`src/rtl/core/vcrp_pkg.sv`:
```
`timescale 1ns / 1ps
// ----------------------------------------------------------------------------
// vcrp_pkg
// Types and codes shared by the video chip CPU register port.
// ----------------------------------------------------------------------------
package vcrp_pkg;

  // operation codes
  localparam logic [1:0] OP_READ   = 2'd0;
  localparam logic [1:0] OP_WRITE  = 2'd1;
  localparam logic [1:0] OP_STATUS = 2'd2;

  // register numbers
  localparam logic [3:0] REG_CTRL      = 4'd0;
  localparam logic [3:0] REG_MASK      = 4'd1;
  localparam logic [3:0] REG_STATUS    = 4'd2;
  localparam logic [3:0] REG_OAM_ADDR  = 4'd3;
  localparam logic [3:0] REG_OAM_DATA  = 4'd4;
  localparam logic [3:0] REG_SCROLL    = 4'd5;
  localparam logic [3:0] REG_ADDR      = 4'd6;
  localparam logic [3:0] REG_DATA      = 4'd7;

  // sprite memory access codes
  localparam logic [1:0] OAM_NONE  = 2'd0;
  localparam logic [1:0] OAM_LOAD  = 2'd1;
  localparam logic [1:0] OAM_WRITE = 2'd2;
  localparam logic [1:0] OAM_READ  = 2'd3;

  // reset values and address constants
  localparam logic [15:0] VRAM_RESET   = 16'h2000;
  localparam logic [2:0]  STATUS_RESET = 3'b101;
  localparam logic [5:0]  PALETTE_PAGE = 6'h3F;
  localparam logic [15:0] STEP_ROW     = 16'd32;
  localparam logic [15:0] STEP_COL     = 16'd1;

  // control and status bit positions
  localparam int CTRL_NMI_BIT  = 7;
  localparam int CTRL_STEP_BIT = 2;
  localparam int STAT_VBL_BIT  = 2;

  typedef struct packed {
    logic [1:0] operation;
    logic [3:0] reg_select;
    logic [7:0] write_data;
    logic [7:0] mem_read_data;
    logic [7:0] oam_read_data;
    logic [2:0] status_in;
  } req_t;

  typedef struct packed {
    logic [7:0]  read_data;
    logic [15:0] mem_addr;
    logic        mem_read;
    logic        mem_write;
    logic [7:0]  bus_write_data;
    logic [1:0]  oam_op;
    logic        nmi_cancel;
    logic [2:0]  fine_scroll_x;
    logic [14:0] temp_address;
    logic [7:0]  control_out;
    logic [7:0]  mask_out;
  } rsp_t;

endpackage

```
`src/rtl/core/vcrp_if.sv`:
```
`timescale 1ns / 1ps
// ----------------------------------------------------------------------------
// vcrp_if
// Request and response channels of the CPU register port.
// ----------------------------------------------------------------------------
interface vcrp_req_if;
  logic       valid;
  logic       ready;
  logic [1:0] operation;
  logic [3:0] reg_select;
  logic [7:0] write_data;
  logic [7:0] mem_read_data;
  logic [7:0] oam_read_data;
  logic [2:0] status_in;

  modport source (
    output valid, operation, reg_select, write_data, mem_read_data,
    oam_read_data, status_in,
    input  ready
  );
  modport sink (
    input  valid, operation, reg_select, write_data, mem_read_data,
    oam_read_data, status_in,
    output ready
  );
endinterface

interface vcrp_rsp_if;
  logic        valid;
  logic        ready;
  logic [7:0]  read_data;
  logic [15:0] mem_addr;
  logic        mem_read;
  logic        mem_write;
  logic [7:0]  bus_write_data;
  logic [1:0]  oam_op;
  logic        nmi_cancel;
  logic [2:0]  fine_scroll_x;
  logic [14:0] temp_address;
  logic [7:0]  control_out;
  logic [7:0]  mask_out;

  modport source (
    output valid, read_data, mem_addr, mem_read, mem_write, bus_write_data,
    oam_op, nmi_cancel, fine_scroll_x, temp_address, control_out, mask_out,
    input  ready
  );
  modport sink (
    input  valid, read_data, mem_addr, mem_read, mem_write, bus_write_data,
    oam_op, nmi_cancel, fine_scroll_x, temp_address, control_out, mask_out,
    output ready
  );
endinterface

```
`src/rtl/core/vcrp_regfile.sv`:
```
`timescale 1ns / 1ps
// ----------------------------------------------------------------------------
// vcrp_regfile
// Register state of the port and the single-pass update for one word.
// ----------------------------------------------------------------------------
module vcrp_regfile (
  input  logic          clk,
  input  logic          rst,
  input  logic          fire,
  input  vcrp_pkg::req_t item,
  output vcrp_pkg::rsp_t result
);
  import vcrp_pkg::*;

  logic [7:0]  control_reg, control_reg_next;
  logic [7:0]  mask_reg, mask_reg_next;
  logic [2:0]  status_flags, status_flags_next;
  logic [15:0] vram_address, vram_address_next;
  logic [14:0] temp_vram_address, temp_vram_address_next;
  logic [2:0]  fine_x, fine_x_next;
  logic        write_toggle, write_toggle_next;
  logic [7:0]  open_bus, open_bus_next;
  logic [7:0]  read_buffer, read_buffer_next;

  logic [15:0] step;
  logic        palette_hit;
  logic [7:0]  rd;
  logic [7:0]  bwd;
  logic [1:0]  oamop;
  logic        mrd, mwr, cancel;

  // address step and palette window
  assign step        = control_reg[CTRL_STEP_BIT] ? STEP_ROW : STEP_COL;
  assign palette_hit = (vram_address[13:8] == PALETTE_PAGE);

  // next state and response fields for the word in hand
  always_comb begin
    control_reg_next       = control_reg;
    mask_reg_next          = mask_reg;
    status_flags_next      = status_flags;
    vram_address_next      = vram_address;
    temp_vram_address_next = temp_vram_address;
    fine_x_next            = fine_x;
    write_toggle_next      = write_toggle;
    open_bus_next          = open_bus;
    read_buffer_next       = read_buffer;
    rd     = 8'd0;
    bwd    = 8'd0;
    oamop  = OAM_NONE;
    mrd    = 1'b0;
    mwr    = 1'b0;
    cancel = 1'b0;

    case (item.operation)
      OP_READ: begin
        unique case (item.reg_select)
          REG_STATUS: begin
            open_bus_next     = {status_flags, open_bus[4:0]};
            status_flags_next = {1'b0, status_flags[1:0]};
            write_toggle_next = 1'b0;
            rd                = {status_flags, open_bus[4:0]};
          end
          REG_OAM_DATA: begin
            open_bus_next = item.oam_read_data;
            oamop         = OAM_READ;
            rd            = item.oam_read_data;
          end
          REG_DATA: begin
            read_buffer_next  = item.mem_read_data;
            vram_address_next = vram_address + step;
            mrd               = 1'b1;
            rd                = palette_hit ? item.mem_read_data : read_buffer;
            open_bus_next     = rd;
          end
          default: begin
            rd = open_bus;
          end
        endcase
      end
      OP_WRITE: begin
        open_bus_next = item.write_data;
        unique case (item.reg_select)
          REG_CTRL: begin
            control_reg_next              = item.write_data;
            temp_vram_address_next[11:10] = item.write_data[1:0];
            cancel = control_reg[CTRL_NMI_BIT] && !item.write_data[CTRL_NMI_BIT]
                     && status_flags[STAT_VBL_BIT];
          end
          REG_MASK: begin
            mask_reg_next = item.write_data;
          end
          REG_OAM_ADDR: begin
            oamop = OAM_LOAD;
            bwd   = item.write_data;
          end
          REG_OAM_DATA: begin
            oamop = OAM_WRITE;
            bwd   = item.write_data;
          end
          REG_SCROLL: begin
            if (!write_toggle) begin
              fine_x_next                 = item.write_data[2:0];
              temp_vram_address_next[4:0] = item.write_data[7:3];
              write_toggle_next           = 1'b1;
            end else begin
              temp_vram_address_next[14:12] = item.write_data[2:0];
              temp_vram_address_next[9:5]   = item.write_data[7:3];
              write_toggle_next             = 1'b0;
            end
          end
          REG_ADDR: begin
            if (!write_toggle) begin
              temp_vram_address_next[14]   = 1'b0;
              temp_vram_address_next[13:8] = item.write_data[5:0];
              write_toggle_next            = 1'b1;
            end else begin
              temp_vram_address_next[7:0] = item.write_data;
              vram_address_next = {1'b0, temp_vram_address[14:8], item.write_data};
              write_toggle_next = 1'b0;
            end
          end
          REG_DATA: begin
            mwr               = 1'b1;
            bwd               = item.write_data;
            vram_address_next = vram_address + step;
          end
          default: begin
            // no register behind this address
          end
        endcase
      end
      OP_STATUS: begin
        status_flags_next = item.status_in;
      end
      default: begin
        // unused code, no change
      end
    endcase
  end

  // response word
  always_comb begin
    result.read_data      = rd;
    result.mem_addr       = vram_address;
    result.mem_read       = mrd;
    result.mem_write      = mwr;
    result.bus_write_data = bwd;
    result.oam_op         = oamop;
    result.nmi_cancel     = cancel;
    result.fine_scroll_x  = fine_x_next;
    result.temp_address   = temp_vram_address_next;
    result.control_out    = control_reg_next;
    result.mask_out       = mask_reg_next;
  end

  // state registers
  always_ff @(posedge clk) begin
    if (rst) begin
      control_reg       <= 8'd0;
      mask_reg          <= 8'd0;
      status_flags      <= STATUS_RESET;
      vram_address      <= VRAM_RESET;
      temp_vram_address <= 15'd0;
      fine_x            <= 3'd0;
      write_toggle      <= 1'b0;
      open_bus          <= 8'd0;
      read_buffer       <= 8'd0;
    end else if (fire) begin
      control_reg       <= control_reg_next;
      mask_reg          <= mask_reg_next;
      status_flags      <= status_flags_next;
      vram_address      <= vram_address_next;
      temp_vram_address <= temp_vram_address_next;
      fine_x            <= fine_x_next;
      write_toggle      <= write_toggle_next;
      open_bus          <= open_bus_next;
      read_buffer       <= read_buffer_next;
    end
  end

endmodule

```
`src/rtl/core/video_chip_cpu_register_port.sv`:
```
`timescale 1ns / 1ps
// ----------------------------------------------------------------------------
// video_chip_cpu_register_port
// CPU-facing register port of a tile video chip: one register access or
// status update per request word, one response word each.
// ----------------------------------------------------------------------------
//  channel | dir | word
//  req     | in  | operation, register, write byte, memory/sprite read bytes,
//          |     | status flags
//  rsp     | out | read byte, vram address, memory and sprite access strobes,
//          |     | scroll/address/control/mask views
//
//  One word per cycle while rsp does not stall; a word passes through the input
//  register, then the register update and the response register.
//  rst is synchronous, active high; it clears both stages and the registers.
//  A stall on rsp holds the response and backs up into the input register;
//  req.ready drops only when both stages are full and rsp is not taken.
// ----------------------------------------------------------------------------
module video_chip_cpu_register_port (
  input  logic         clk,
  input  logic         rst,
  vcrp_req_if.sink     req,
  vcrp_rsp_if.source   rsp
);
  import vcrp_pkg::*;

  logic  in_valid;
  req_t  in_item;
  logic  out_valid;
  rsp_t  out_item;
  rsp_t  result;
  logic  advance;
  logic  take;

  // stage handshakes
  assign advance   = in_valid && (!out_valid || rsp.ready);
  assign take      = req.valid && req.ready;
  assign req.ready = !in_valid || advance;

  // input register
  always_ff @(posedge clk) begin
    if (rst) begin
      in_valid <= 1'b0;
    end else if (req.ready) begin
      in_valid <= req.valid;
    end
  end

  always_ff @(posedge clk) begin
    if (take) begin
      in_item <= '{operation:     req.operation,
                   reg_select:    req.reg_select,
                   write_data:    req.write_data,
                   mem_read_data: req.mem_read_data,
                   oam_read_data: req.oam_read_data,
                   status_in:     req.status_in};
    end
  end

  // register state and update logic
  vcrp_regfile u_regfile (
    .clk    (clk),
    .rst    (rst),
    .fire   (advance),
    .item   (in_item),
    .result (result)
  );

  // response register
  always_ff @(posedge clk) begin
    if (rst) begin
      out_valid <= 1'b0;
    end else if (advance) begin
      out_valid <= 1'b1;
    end else if (rsp.ready) begin
      out_valid <= 1'b0;
    end
  end

  always_ff @(posedge clk) begin
    if (advance) begin
      out_item <= result;
    end
  end

  // response channel
  assign rsp.valid          = out_valid;
  assign rsp.read_data      = out_item.read_data;
  assign rsp.mem_addr       = out_item.mem_addr;
  assign rsp.mem_read       = out_item.mem_read;
  assign rsp.mem_write      = out_item.mem_write;
  assign rsp.bus_write_data = out_item.bus_write_data;
  assign rsp.oam_op         = out_item.oam_op;
  assign rsp.nmi_cancel     = out_item.nmi_cancel;
  assign rsp.fine_scroll_x  = out_item.fine_scroll_x;
  assign rsp.temp_address   = out_item.temp_address;
  assign rsp.control_out    = out_item.control_out;
  assign rsp.mask_out       = out_item.mask_out;

endmodule

```
`src/flat_wrapper.sv`:
```
// flat-port wrapper written by rule: the top's interface ports become plain ports
module video_chip_cpu_register_port_flat import vcrp_pkg::*;
  (clk, rst, req_valid, req_operation, req_reg_select, req_write_data, req_mem_read_data, req_oam_read_data, req_status_in, req_ready, rsp_valid, rsp_read_data, rsp_mem_addr, rsp_mem_read, rsp_mem_write, rsp_bus_write_data, rsp_oam_op, rsp_nmi_cancel, rsp_fine_scroll_x, rsp_temp_address, rsp_control_out, rsp_mask_out, rsp_ready);
  vcrp_req_if req_i ();
  vcrp_rsp_if rsp_i ();
  input  logic clk;
  input  logic rst;
  input wire logic [$bits(req_i.valid)-1:0] req_valid;
  input wire logic [$bits(req_i.operation)-1:0] req_operation;
  input wire logic [$bits(req_i.reg_select)-1:0] req_reg_select;
  input wire logic [$bits(req_i.write_data)-1:0] req_write_data;
  input wire logic [$bits(req_i.mem_read_data)-1:0] req_mem_read_data;
  input wire logic [$bits(req_i.oam_read_data)-1:0] req_oam_read_data;
  input wire logic [$bits(req_i.status_in)-1:0] req_status_in;
  output wire logic [$bits(req_i.ready)-1:0] req_ready;
  output wire logic [$bits(rsp_i.valid)-1:0] rsp_valid;
  output wire logic [$bits(rsp_i.read_data)-1:0] rsp_read_data;
  output wire logic [$bits(rsp_i.mem_addr)-1:0] rsp_mem_addr;
  output wire logic [$bits(rsp_i.mem_read)-1:0] rsp_mem_read;
  output wire logic [$bits(rsp_i.mem_write)-1:0] rsp_mem_write;
  output wire logic [$bits(rsp_i.bus_write_data)-1:0] rsp_bus_write_data;
  output wire logic [$bits(rsp_i.oam_op)-1:0] rsp_oam_op;
  output wire logic [$bits(rsp_i.nmi_cancel)-1:0] rsp_nmi_cancel;
  output wire logic [$bits(rsp_i.fine_scroll_x)-1:0] rsp_fine_scroll_x;
  output wire logic [$bits(rsp_i.temp_address)-1:0] rsp_temp_address;
  output wire logic [$bits(rsp_i.control_out)-1:0] rsp_control_out;
  output wire logic [$bits(rsp_i.mask_out)-1:0] rsp_mask_out;
  input wire logic [$bits(rsp_i.ready)-1:0] rsp_ready;
  assign req_i.valid = req_valid;
  assign req_i.operation = req_operation;
  assign req_i.reg_select = req_reg_select;
  assign req_i.write_data = req_write_data;
  assign req_i.mem_read_data = req_mem_read_data;
  assign req_i.oam_read_data = req_oam_read_data;
  assign req_i.status_in = req_status_in;
  assign req_ready = req_i.ready;
  assign rsp_valid = rsp_i.valid;
  assign rsp_read_data = rsp_i.read_data;
  assign rsp_mem_addr = rsp_i.mem_addr;
  assign rsp_mem_read = rsp_i.mem_read;
  assign rsp_mem_write = rsp_i.mem_write;
  assign rsp_bus_write_data = rsp_i.bus_write_data;
  assign rsp_oam_op = rsp_i.oam_op;
  assign rsp_nmi_cancel = rsp_i.nmi_cancel;
  assign rsp_fine_scroll_x = rsp_i.fine_scroll_x;
  assign rsp_temp_address = rsp_i.temp_address;
  assign rsp_control_out = rsp_i.control_out;
  assign rsp_mask_out = rsp_i.mask_out;
  assign rsp_i.ready = rsp_ready;
  video_chip_cpu_register_port u_core (.clk(clk), .rst(rst), .req(req_i), .rsp(rsp_i));
endmodule
```
`config.mk`:
```
export PLATFORM = sky130hd
export DESIGN_NAME = video_chip_cpu_register_port_flat
export DESIGN_NICKNAME = d
export VERILOG_FILES = /design/src/rtl/core/vcrp_pkg.sv /design/src/rtl/core/vcrp_if.sv /design/src/rtl/core/vcrp_regfile.sv /design/src/rtl/core/video_chip_cpu_register_port.sv /design/src/flat_wrapper.sv
export SDC_FILE = /design/constraint.sdc
export NUM_CORES = 1
export LEC_CHECK = 0
export BUFFER_PORTS_ARGS = -buffer_cell sky130_fd_sc_hd__buf_4
export CAP_MARGIN = 20
export CORE_UTILIZATION = 45
export DETAILED_ROUTE_END_ITERATION = 6
export PLACE_DENSITY = 0.73
export SETUP_SLACK_MARGIN = 0.3
export SLEW_MARGIN = 25
export SYNTH_ARGS = -nofsm -noshare
export SYNTH_HDL_FRONTEND = slang
export SYNTH_SLANG_ARGS = --single-unit
```
`constraint.sdc`:
```
create_clock -name clk -period 3.66 [get_ports clk]
set_input_delay 0.549 -clock clk [delete_from_list [all_inputs] [get_ports clk]]
set_output_delay 0.549 -clock clk [all_outputs]
set_load 0.05 [all_outputs]
```
# Word level (Yosys, flattened, before mapping)
# Index checks and enable logic that the tools add are counted.
# Widths: inputs -> output; s select.
dict set report word_totals {
  output_inout_bits 73
  reg_bits 176
}
dict set report classes {
  n_mux 36
  bitwise_logic 1
  reduce_logical 24
  n_eq_ne 15
  n_addsub 1
}
# cell count
set op_table {}
lappend op_table {{$pmux 16 s2} 2}
lappend op_table {{$mux 8} 6}
lappend op_table {{$mux 16} 2}
lappend op_table {{$pmux 8 s3} 1}
lappend op_table {{$pmux 10 s2} 1}
lappend op_table {{$add 16x16->16} 1}
lappend op_table {{$eq 4x3->1 const B} 4}
lappend op_table {{$pmux 8 s2} 1}
lappend op_table {{$mux 15} 1}
lappend op_table {{$mux 3} 5}
lappend op_table {{$pmux 2 s2} 3}
lappend op_table {{$pmux 3 s2} 2}
lappend op_table {{$mux 5} 2}
lappend op_table {{$reduce_and 3->1} 3}
lappend op_table {{$eq 4x2->1 const B} 2}
lappend op_table {{$mux 7} 1}
lappend op_table {{$eq 6x6->1 const B} 1}
lappend op_table {{$mux 1} 6}
lappend op_table {{$mux 6} 1}
lappend op_table {{$ne 2x2->1 const B} 3}
lappend op_table {{$reduce_and 2->1} 3}
lappend op_table {{$reduce_bool 2->1} 3}
lappend op_table {{$reduce_and 5->1} 1}
lappend op_table {{$eq 4x1->1 const B} 1}
lappend op_table {{15 further kinds} 21}

# Longest topological paths before layout
# Gate-level depths: netlist (run 1).
dict set report logic_depth {
  ltp_word 5
  ltp_mapped 8
  ltp_nobuf 7
}

# Cells and area by module
# From an unflattened synthesis (run 1), not the netlist that was laid out.
dict set report unflattened {
  cells_unflattened 712
  area_unflattened_um2 7927.6
}
# module instances seq_area_each_um2 cells_each area_per_inst_um2
set modules_own_cells {}
lappend modules_own_cells {vcrp_regfile 1 1401.3 598 4700.8}
lappend modules_own_cells {video_chip_cpu_register_port 1 3163.0 114 3226.8}

# Least setup slack after synthesis (run 1)
# Ideal clock, no wire load.
dict set report synth_timing {
  kind {input to register}
  from {input rsp_ready}
  to {register u_core.u_regfile.temp_vram_address[5]}
  t_arrival_ns 3.619
  n_path_buf 1
  setup_ns 0.083
  cell_stages 6
  slack_ns -0.042
  cell_sequence {nand2b_1 nand2_1 inv_1 clkbuf_1 nand3_1 o21ai_0}
}
dict set report synth_via {
  elab_chain_len 2
}
# item line_no
set synth_rtl {}
lappend synth_rtl {{from (decl)} flat_wrapper.sv:28} ;# input wire logic [$bits(rsp_i.ready)-1:0] rsp_ready;
lappend synth_rtl {{$logic_or 1x1->1} video_chip_cpu_register_port.sv:36} ;# assign advance = in_valid && (!out_valid || rsp.ready);
lappend synth_rtl {{$logic_and 1x1->1} video_chip_cpu_register_port.sv:36}
lappend synth_rtl {{via u_core.advance} video_chip_cpu_register_port.sv:32} ;# logic advance;
lappend synth_rtl {{to (signal assigned)} vcrp_regfile.sv:173} ;# temp_vram_address <= temp_vram_address_next;
lappend synth_rtl {{to (decl)} vcrp_regfile.sv:19} ;# logic [14:0] temp_vram_address, temp_vram_address_next;
# The timed path passes the listed nets, and every way through them passes these cells.
# A chain may end at the register's enable or synchronous reset.

# Worst setup path after layout (run 1)
dict set report layout_timing {
  from {register u_core.in_item[30] (netlist bit)}
  to {register u_core.u_regfile.vram_address[15]}
}
dict set report layout_via {
  elab_chain_len 3
  elab_cells_between_ends 8
  classes_between {eq/ne: 5; mux: 2; reduce/logical: 1}
}
# item line_no
set layout_rtl {}
lappend layout_rtl {{from (decl)} video_chip_cpu_register_port.sv:28} ;# req_t in_item;
lappend layout_rtl {{from (signal assigned)} video_chip_cpu_register_port.sv:51} ;# in_item <= '{operation: req.operation,
lappend layout_rtl {{$eq 4x3->1, on equally long branches} {vcrp_regfile.sv:56, vcrp_regfile.sv:82}}
lappend layout_rtl {{$pmux 16 s2 (tied with other cells)} vcrp_regfile.sv:82} ;# unique case (item.reg_select)
lappend layout_rtl {{$pmux 16 s2 or $reduce_and 5->1 (tied branches)} -}
lappend layout_rtl {{to (signal assigned)} vcrp_regfile.sv:172} ;# vram_address <= vram_address_next;
lappend layout_rtl {{to (decl)} vcrp_regfile.sv:18} ;# logic [15:0] vram_address, vram_address_next;
# Several ways; a longest one is shown, not always the timed one.

==> results.ini, run 1 <==
[logic_synthesis]
synth.cell_area_um2 = 7740
synth_area_leaders = edfxtp_1 40%, dfxtp_1 19%, mux2i_1 3.5%
synth_edf_count = 104
ys.warnings.count = 0
synth_cell_type_count = 62
seq_area_frac_synth = 0.590
synth_nets = 750
async_flop_share = 0
synthFlopType = edfxtp_1
synthCells = 710
ys_ff_latch = 176
syn_area_per_cell_um2 = 10.9
yosysTopAreaCell = edfxtp_1
yosysTopAreaCellShare = 0.403

[layout]
fin_nets = 840
drive_above_1_share = 0.231
diodes = 0
fill_cells = 1447
largest_reg_flops = 33
area_growth_pct = 21.3
regMostFlops = u_core.in_item
stdcell_count = 1033
final_util = 0.562

[global_routing]
grt_pass1_vias = 5508
overflow = 0
grt_pass1_wl_um = 29900
antenna_found_initial = 0
gr-usage-all-layers = 0.222
grt_max_degree = 65

[setup_path]
cp_slowest_stage_delay_ns = 0.77
startpoint_type = flop
r2r-start = u_core.in_item[30]
crit_fanout = 16
path_cells = nand2b_1 > or4b_4 > or4_1 > a21oi_1
r2r-end = u_core.u_regfile.vram_address[15]
r2r_cells = 4
crit_path_start = u_core.in_item[30]
crit_end = u_core.u_regfile.vram_address[15]
cp_slowest_cell = or4b_4
worstPathRequired_ns = 4.01
crit_type = flop to flop
end_kind = flop
reg2reg_slack_ns = 1.07
arrival_ns = 2.94

[timing]
timing.fmax_mhz = 386
hold_viol_final = 0
min_period_ns = 2.59
setup_viol = 0
skew_ns = 0.0111
rsz0062_at_grt = false
timing.final.crit_share = 0.708
fin_setup_tns_ns = 0
slew_violations = 0
tightest_slew_ns = 0.961
max_slew_margin = 0.356
setup_ws_ns = 1.07

[die]
ioPinCount = 110
core_area_um2 = 16700
rows = 47
die_area_um2 = 17700
die_x_um = 133
initial_core_util = 0.463
die_y_um = 133

[status]
status = complete, no violations

[clock_tree]
clock-root-buffer = clkbuf_16
cts_resized = 0
cts_sinks = 176
post_cts_buffers = 0
clock_path_buffers = 2
path_clk_slew_ns = 0.07
cts_buffers = 17
h-tree-depth = 4
clkLatencyLatePin_ns = 0.44
cts_tree = built
ctsHoldBuffers = 0

[placement]
port_buffers = 109
dp_slack_ns = 1.08
place_congestion = 0.875
dp.cells = 1001
place_hpwl_um = 12500

[detailed_routing]
avgViaCountPerCell = 5.77
num_vias = 5963
routed_wl_um = 19200
postRouteAntennaNets = 0
wl_per_cell_um = 18.6
drt_iter0_markers = 581
drc = 0
firstDrtPassIters = 6

[power_and_ir_drop]
p_leak_nw = 3.53
peakVddDrop_mv = 0.331
p_total_w = 0.00458
power.density_nw_per_um2 = 488

[min_path]
hp-class = input pin to flop

[run]
cap_violations = 0

cell type report:
class	instances	area [um2]	share of cell area
clock buffers	19	443	0.0472
well taps	220	275	0.0293
inverters	10	37.5	0.00400
multi-input cells	469	2930	0.312
flip-flops and latches	176	4560	0.486
repair buffers	126	946	0.101
clock inverters	13	188	0.0200
worst min path at each step:
stage / start / to / slack (ns) / cells after the start
floorplan: u_core.u_regfile.vram_address[8] / u_core.rsp.mem_addr[8] / 0.41 / 0
global placement: u_core.u_regfile.vram_address[15] / u_core.rsp.mem_addr[15] / 0.43 / 0
detailed placement: u_core.u_regfile.vram_address[15] / u_core.rsp.mem_addr[15] / 0.45 / 0
CTS: req_write_data[0] / u_core.in_item[19] / 0.27 / 1
global route: req_write_data[5] / u_core.in_item[24] / 0.26 / 1
finish: req_write_data[6] / u_core.in_item[25] / 0.28 / 1
logic make-up after synthesis:
kind of cell | count (synthesis) | synth area share
AND/OR/NAND/NOR | 248 | 0.161
flip-flops | 176 | 0.590
AO/OA/AOI/OAI | 172 | 0.151
buffers and inverters | 65 | 0.0317
multiplexers | 44 | 0.0597
adder cells (fa/ha/maj) | 3 | 0.00485
XOR/XNOR | 2 | 0.00226
metal layers:
layer	wire (um)	global-route usage
met3	1620	0.0624
met5	0	0
met4	377	0.0720
met2	8770	0.339
met1	8470	0.305
through the flow:
step | hold WS, ns | instance area [um2]
global placement | 0.432 | 8760
detailed placement | 0.447 | 8760
global route | 0.265 | 9390
finish | 0.283 | 9390
CTS | 0.266 | 9390
floorplan | 0.406 | 7740
Yosys cell counts (3+ instances only):
| library cell | count |
|---|---|
| edfxtp_1 | 104 |
| dfxtp_1 | 72 |
| nand2_1 | 68 |
| nor2_1 | 67 |
| clkbuf_1 | 52 |
| a21oi_1 | 41 |
| o21ai_0 | 40 |
| mux2i_1 | 27 |
| nand3_1 | 21 |
| mux2_2 | 17 |
| and3_1 | 14 |
| and2_1 | 11 |
| inv_1 | 9 |
| nand2b_1 | 9 |
| or3_1 | 9 |
| a211oi_1 | 8 |
| a21o_1 | 7 |
| a22oi_1 | 7 |
| nand3b_1 | 7 |
| nor2b_1 | 7 |
| nor3_1 | 7 |
| a2111oi_0 | 6 |
| a221o_1 | 6 |
| a22o_1 | 6 |
| a311oi_1 | 6 |
| a31oi_1 | 6 |
| a2111o_1 | 5 |
| a2bb2oi_1 | 5 |
| o211ai_1 | 5 |
| and4_1 | 4 |
| nand4_1 | 4 |
| o31ai_1 | 4 |
| ha_1 | 3 |
| nand4b_1 | 3 |
| nor3b_1 | 3 |
| o32ai_1 | 3 |
where the power goes:
group / switching, W / total (W) / internal [W] / leakage, nW
clock: 0.000773 / 0.00193 / 0.00116 / 0.288
sequential: 0.0000591 / 0.00223 / 0.00217 / 1.56
combinational: 0.000287 / 0.000418 / 0.000131 / 1.69
total: 0.00112 / 0.00458 / 0.00346 / 3.53
layout by cell type (no fill, tap or decap), drive strengths merged, types with 17 or more instances in the layout:
cell / Yosys / routed
buf: 3 / 126
edfxtp: 104 / 104
mux2: 17 / 17
clkbuf: 52 / 19
nor2: 68 / 68
dfxtp: 72 / 72
nand2: 68 / 68
a21oi: 41 / 41
nand3: 21 / 21
o21ai: 40 / 40
mux2i: 27 / 27
critical path: cells and delay by family (launching register included):
| kind | cells | cell delay [ns] |
|---|---|---|
| AND/OR/NAND/NOR | 3 | 1.79 |
| flip-flops | 1 | 0.54 |
| AO/OA/AOI/OAI | 1 | 0.18 |
(Power assumes the default switching activity.)
==> run 2, diff against run 1 <==
--- a/config.mk
+++ b/config.mk
@@ -9,7 +9,7 @@
 export CAP_MARGIN = 20
 export CORE_UTILIZATION = 45
 export DETAILED_ROUTE_END_ITERATION = 6
-export PLACE_DENSITY = 0.73
+export PLACE_DENSITY = 0.7
 export SETUP_SLACK_MARGIN = 0.3
 export SLEW_MARGIN = 25
 export SYNTH_ARGS = -nofsm -noshare
==> constraint.sdc (replaced) <==
create_clock -name clk -period 2.5 [get_ports clk]
set_input_delay 0.375 -clock clk [delete_from_list [all_inputs] [get_ports clk]]
set_output_delay 0.375 -clock clk [all_outputs]
set_load 0.05 [all_outputs]
==> results.ini, run 2 (synthesis gave the netlist of run 1 again) <==
[placement]
port_buffers = 109  ; unchanged
place_congestion = 0.904  ; +3.3%
placed_area_um2 = 8940  ; +2.1%
place_hpwl_um = 14100  ; +13%
dp.cells = 1025  ; +2.4%

[power_and_ir_drop]
comb_power_share = 0.103  ; +0.012
p_leak_nw = 3.68  ; +4.2%
clkPwrFrac = 0.397  ; -0.025
power.density_nw_per_um2 = 675  ; +38%
switching_share = 0.253  ; +0.00920
peakVddDrop_mv = 0.509  ; +54%
seqPwrFrac = 0.500  ; +0.014
power.switching_w = 0.00165  ; +47%
power.internal_w = 0.00485  ; +40%

[clock_tree]
clock-root-buffer = clkbuf_16
cts_buffers = 17  ; unchanged
clkLatencyLatePin_ns = 0.44  ; about the same
cts_sinks = 176  ; unchanged
h-tree-depth = 4  ; unchanged
path_clk_slew_ns = 0.07  ; about the same
ctsHoldBuffers = 0  ; unchanged
cts_tree = built
clock_path_buffers = 2  ; unchanged

[timing]
slew_violations = 0  ; unchanged
setup_viol = 0  ; unchanged
timing.final.crit_share = 0.882  ; +0.174
skew_ns = 0.0101  ; -0.00102 ns
rsz0062_at_grt = true
max_slew_margin = 0.562  ; +0.207
fin_setup_tns_ns = 0  ; unchanged
timing.fmax_mhz = 453  ; +18%
hold_viol_final = 0  ; unchanged
min_period_ns = 2.21  ; -0.387 ns
tightest_slew_ns = 0.656  ; -0.304 ns

[die]
die_x_um = 133  ; unchanged
core_area_um2 = 16700  ; unchanged
initial_core_util = 0.463  ; unchanged
rows = 47  ; unchanged
die_area_um2 = 17700  ; unchanged
die_y_um = 133  ; unchanged
ioPinCount = 110  ; unchanged

[setup_path]
crit_type = flop to flop
crit_fanout = 11  ; -5
worstPathRequired_ns = 2.83  ; -1.18 ns
cpMostUsedCell = o21ai_0
startpoint_type = flop
cp_slowest_cell = or3_1
end_kind = flop
path_buf_inv = 1  ; +1
arrival_ns = 2.54  ; -0.40 ns
path_delay_family = simple AND/OR/NAND/NOR gates
reg2reg_slack_ns = 0.29  ; -0.77 ns
path_cells = buf_4 > nand2b_1 > or3_1 > o21ai_0 > o21ai_0 > o21ba_2
cp_slowest_stage_delay_ns = 0.61  ; -0.16 ns

[detailed_routing]
wl_per_cell_um = 19.4  ; +3.9%
drc = 0  ; unchanged
avgViaCountPerCell = 5.83  ; +0.93%
num_vias = 6211  ; +4.2%
firstDrtPassIters = 5  ; -1
drt_iter0_markers = 493  ; -15%
postRouteAntennaNets = 0  ; unchanged
routed_wl_um = 20600  ; +7.2%

[run]
cap_violations = 0  ; unchanged

[global_routing]
grt_pass1_vias = 6001  ; +9.0%
gr-usage-all-layers = 0.240  ; +0.0180
overflow = 0  ; unchanged
grt_pass1_wl_um = 32300  ; +8.0%
grt_use_met3 = 0.0518  ; -0.0107
use_met2 = 0.386  ; +0.0468
use_met1 = 0.301  ; -0.00425
grt_max_degree = 54  ; -17%
antenna_found_initial = 0  ; unchanged
busiest_layer = met2

[status]
status = complete, no violations

[min_path]
hp-class = input pin to flop

[layout]
stdcell_area_um2 = 9610  ; +2.4%
drive_above_1_share = 0.272  ; +0.0406
diodes = 0  ; unchanged
final_util = 0.576  ; +0.0136
area_growth_pct = 24.2
final_common_cell = buf_4
layout_common_cells = 159 x buf_4, 104 x edfxtp_1, 71 x dfxtp_1
largest_reg_flops = 33  ; unchanged
stdcell_count = 1066  ; +3.2%
regMostFlops = u_core.in_item
fin_nets = 873  ; +3.9%

-- run 2: cell types whose count changed in the layout (fill, tap and decap cells not counted), sizes merged --
cell / delta
clkinvlp: -2
inv: +1
buf: +33
clkbuf: +2
bufinv: -3
clkinv: +2
-- run 2: routing by layer --
| metal | part of all wire | vias to the layer above |
|---|---|---|
| met5 | 0 | - |
| met4 | 0.042 | 0 |
| met3 | 0.068 | 54 |
| met2 | 0.47 | 290 |
| met1 | 0.42 | 2970 |
| li1 | - | 2897 |
-- run 2: what timing repair did --
| action | 4_1_cts | 5_1_grt |
|---|---|---|
| hold endpoints to repair | 0 | 0 |
| endpoints found under the setup margin | 11 | 58 |
| gates resized for setup | 5 | 5 |
| buffers inserted | 3 | 6 |
-- run 2: power groups by stage --
stage	clock, W	combinational (W)	sequential [W]
final	0.00258	0.000667	0.00325
after global routing	0.00272	0.000708	0.00326
after CTS	0.00261	0.000652	0.00325
after detailed placement	0	0.000641	0.00332
after global placement	0	0.000632	0.00331
after floorplan	0	0.000243	0.00345
-- run 2: final cells by class --
class                      instances  area (um2)
fill                            1445        7090
sequential                       176        4570
multi-input combinational        469        2960
timing repair buffer             159        1190
clock buffer                      21         470
tap                              220         275
clock inverter                    11         105
inverter                          10        37.5
-- run 2: worst register-to-register path: cells and delay by family (launching register included) --
family | cells | cell delay (ns)
AOI/OAI and AO/OA | 3 | 0.65
and+or+nand+nor | 2 | 0.87
buffers and inverters | 1 | 0.19
DFF | 1 | 0.39
-- run 2: worst paths after layout --
kind,startpoint,end,cells past startpoint
worst max-delay path,u_core.in_item[32],u_core.u_regfile.temp_vram_address[0],6
worst min-delay path,req_mem_read_data[1],u_core.in_item[12],1
worst min register to register,u_core.u_regfile.control_reg[6],u_core.u_regfile.control_reg[6],2
worst max register to register,u_core.in_item[32],u_core.u_regfile.temp_vram_address[0],6
-- run 2: through the flow --
| stage | hold slack [ns] | power [W] | setup WS [ns] |
|---|---|---|---|
| after floorplan | 0.406 | 0.00370 | 0.302 |
| after global placement | 0.439 | 0.00394 | 0.249 |
| after detailed placement | 0.450 | 0.00396 | 0.217 |
| after CTS | 0.0976 | 0.00651 | 0.304 |
| after global routing | 0.0919 | 0.00669 | 0.223 |
| final | 0.107 | 0.00649 | 0.294 |
==> run 3, diff against run 2 <==
--- a/config.mk
+++ b/config.mk
@@ -5,11 +5,11 @@
 export SDC_FILE = /design/constraint.sdc
 export NUM_CORES = 1
 export LEC_CHECK = 0
-export BUFFER_PORTS_ARGS = -buffer_cell sky130_fd_sc_hd__buf_4
 export CAP_MARGIN = 20
 export CORE_UTILIZATION = 45
 export DETAILED_ROUTE_END_ITERATION = 6
-export PLACE_DENSITY = 0.7
+export DONT_BUFFER_PORTS = 1
+export PLACE_DENSITY = 0.65
 export SETUP_SLACK_MARGIN = 0.3
 export SLEW_MARGIN = 25
 export SYNTH_ARGS = -nofsm -noshare
==> results.ini, run 3 (synthesis gave the netlist of run 1 again) <==
[global_routing]
grt_max_degree = 52  ; -3.7%
grt_pass1_wl_um = 30500  ; -5.4%
antenna_found_initial = 1  ; +1
use_met1 = 0.300  ; -0.000749
overflow = 0  ; unchanged
grt_pass1_vias = 5537  ; -7.7%
busiest_layer = met2
gr-usage-all-layers = 0.227  ; -0.0123
use_met2 = 0.359  ; -0.0271
grt_use_met3 = 0.0460  ; -0.00571

[timing]
min_period_ns = 2.13  ; -0.0731 ns
fin_setup_tns_ns = 0  ; unchanged
setup_viol = 0  ; unchanged
rsz0062_at_grt = false
hold_viol_final = 0  ; unchanged
max_slew_margin = 0.560  ; -0.00264
slew_violations = 0  ; unchanged
skew_ns = 0.00969  ; -0.000371 ns
timing.fmax_mhz = 469  ; +3.4%
holdWs_ns = 0.0213  ; -0.0852 ns
timing.final.crit_share = 0.853  ; -0.0292
tightest_slew_ns = 0.660  ; +0.00396 ns

[layout]
seqCellArea_um2 = 4570  ; unchanged
stdcell_area_um2 = 8850  ; -7.9%
largest_reg_flops = 33  ; unchanged
drive_above_1_share = 0.158  ; -0.114
final_common_cell = edfxtp_1
fill_cells = 1434  ; -0.76%
layout_common_cells = 104 x edfxtp_1, 71 x dfxtp_1, 66 x nor2_1, 66 x nand2_1, 40 x o21ai_0
area_growth_pct = 14.4
multiInputGateArea_um2 = 2980  ; +0.72%
regMostFlops = u_core.in_item
fin_nets = 757  ; -13%
final_util = 0.530  ; -0.0455

[power_and_ir_drop]
peakVddDrop_mv = 0.510  ; +0.21%
p_leak_nw = 3.17  ; -14%
power.density_nw_per_um2 = 753  ; +11%

[placement]
port_buffers = 0  ; -100%
place_hpwl_um = 13200  ; -6.5%
place_congestion = 0.893  ; -1.2%
placed_area_um2 = 8080  ; -9.6%

[min_path]
hp-class = input pin to flop
hold_end = u_core.u_regfile.temp_vram_address[4]
worstHoldPathCells = 1  ; unchanged
holdCritStartpoint = rst

[setup_path]
path_cells = nor2b_4 > or3_4 > or4b_4 > or4_4 > a21oi_2
crit_type = flop to flop
cp_slowest_cell = or4_4
cp_slowest_stage_delay_ns = 0.52  ; -0.09 ns
end_kind = flop
worstPathRequired_ns = 2.88  ; +0.05 ns
r2r-end = u_core.u_regfile.vram_address[15]
startpoint_type = flop
path_delay_family = simple AND/OR/NAND/NOR gates
crit_fanout = 6  ; -5
r2r-start = u_core.rsp.valid
arrival_ns = 2.51  ; -0.03 ns
path_buf_inv = 0  ; -1
reg2reg_slack_ns = 0.37  ; +0.07 ns
r2r_cells = 5  ; -1

[die]
die_area_um2 = 17700  ; unchanged
core_area_um2 = 16700  ; unchanged
ioPinCount = 110  ; unchanged
die_x_um = 133  ; unchanged
initial_core_util = 0.463  ; unchanged
rows = 47  ; unchanged
die_y_um = 133  ; unchanged

[clock_tree]
path_clk_slew_ns = 0.07  ; about the same
cts_sinks = 176  ; unchanged
clkLatencyLatePin_ns = 0.44  ; about the same
cts_tree = built
clock_path_buffers = 2  ; unchanged
clock-root-buffer = clkbuf_16
cts_buffers = 17  ; unchanged
h-tree-depth = 4  ; unchanged

[status]
status = complete, no violations

[detailed_routing]
num_vias = 5845  ; -5.9%
avgViaCountPerCell = 6.15  ; +5.5%
routed_wl_um = 20000  ; -2.9%
wl_per_cell_um = 21.1  ; +8.9%
drt_iter0_markers = 722  ; +46%
firstDrtPassIters = 6  ; +1
postRouteAntennaNets = 0  ; unchanged
drc = 0  ; unchanged

[run]
cap_violations = 0  ; unchanged

run 3: cell types whose count changed in the layout (fill, tap and decap cells not counted), moves of 3 or more:
cell / delta
inv_8: +3
bufinv_16: +3
buf_4: -120
dlygate4sd3_1: +3
run 3: routing by layer:
layer	wire length, um	vias up	part of all wire
met2	9350	241	0.47
met5	0	-	0
met4	634	0	0.032
met1	8810	2891	0.44
met3	1240	49	0.062
li1	-	2664	-
run 3: what timing repair did:
item                                   CTS  global route
buffers inserted                         2             4
hold buffers                             2             1
endpoints found under the hold margin   12             2
setup endpoints to repair                2            41
resized for setup                        1            15
pin swaps                                0             2
run 3: stage by stage:
stage               power (W)  worst slack, ns  instances
floorplan             0.00370            0.302        710
detailed placement    0.00381            0.246        909
CTS                   0.00669            0.310        945
global placement      0.00380            0.233        909
global route          0.00685            0.302        951
finish                0.00666            0.367        951
run 3: worst max-delay path by stage:
| stage | from | end | cells after the start |
|---|---|---|---|
| after floorplan | u_core.rsp.valid | u_core.u_regfile.vram_address[15] | 6 |
| after global placement | u_core.rsp.valid | u_core.u_regfile.vram_address[15] | 5 |
| after detailed placement | u_core.rsp.valid | u_core.u_regfile.vram_address[15] | 5 |
| after CTS | u_core.rsp.valid | u_core.u_regfile.vram_address[15] | 5 |
| after global routing | u_core.in_item[27] | u_core.u_regfile.fine_x[0] | 7 |
| final | u_core.rsp.valid | u_core.u_regfile.vram_address[15] | 5 |
run 3: layout make-up:
type	count	share of cell area
sequential	176	0.516
multi-input combinational	469	0.337
clock buffer	19	0.0500
timing repair buffer	43	0.0387
tap	220	0.0311
clock inverter	13	0.0225
inverter	10	0.00438
antenna	1	0.000283
run 3: where the power goes:
| group | internal (W) | switching [W] | leakage [nW] |
|---|---|---|---|
| sequential | 0.00318 | 0.000271 | 1.56 |
| combinational | 0.000118 | 0.000216 | 1.31 |
| clock | 0.00172 | 0.00116 | 0.307 |
| total | 0.00502 | 0.00165 | 3.17 |
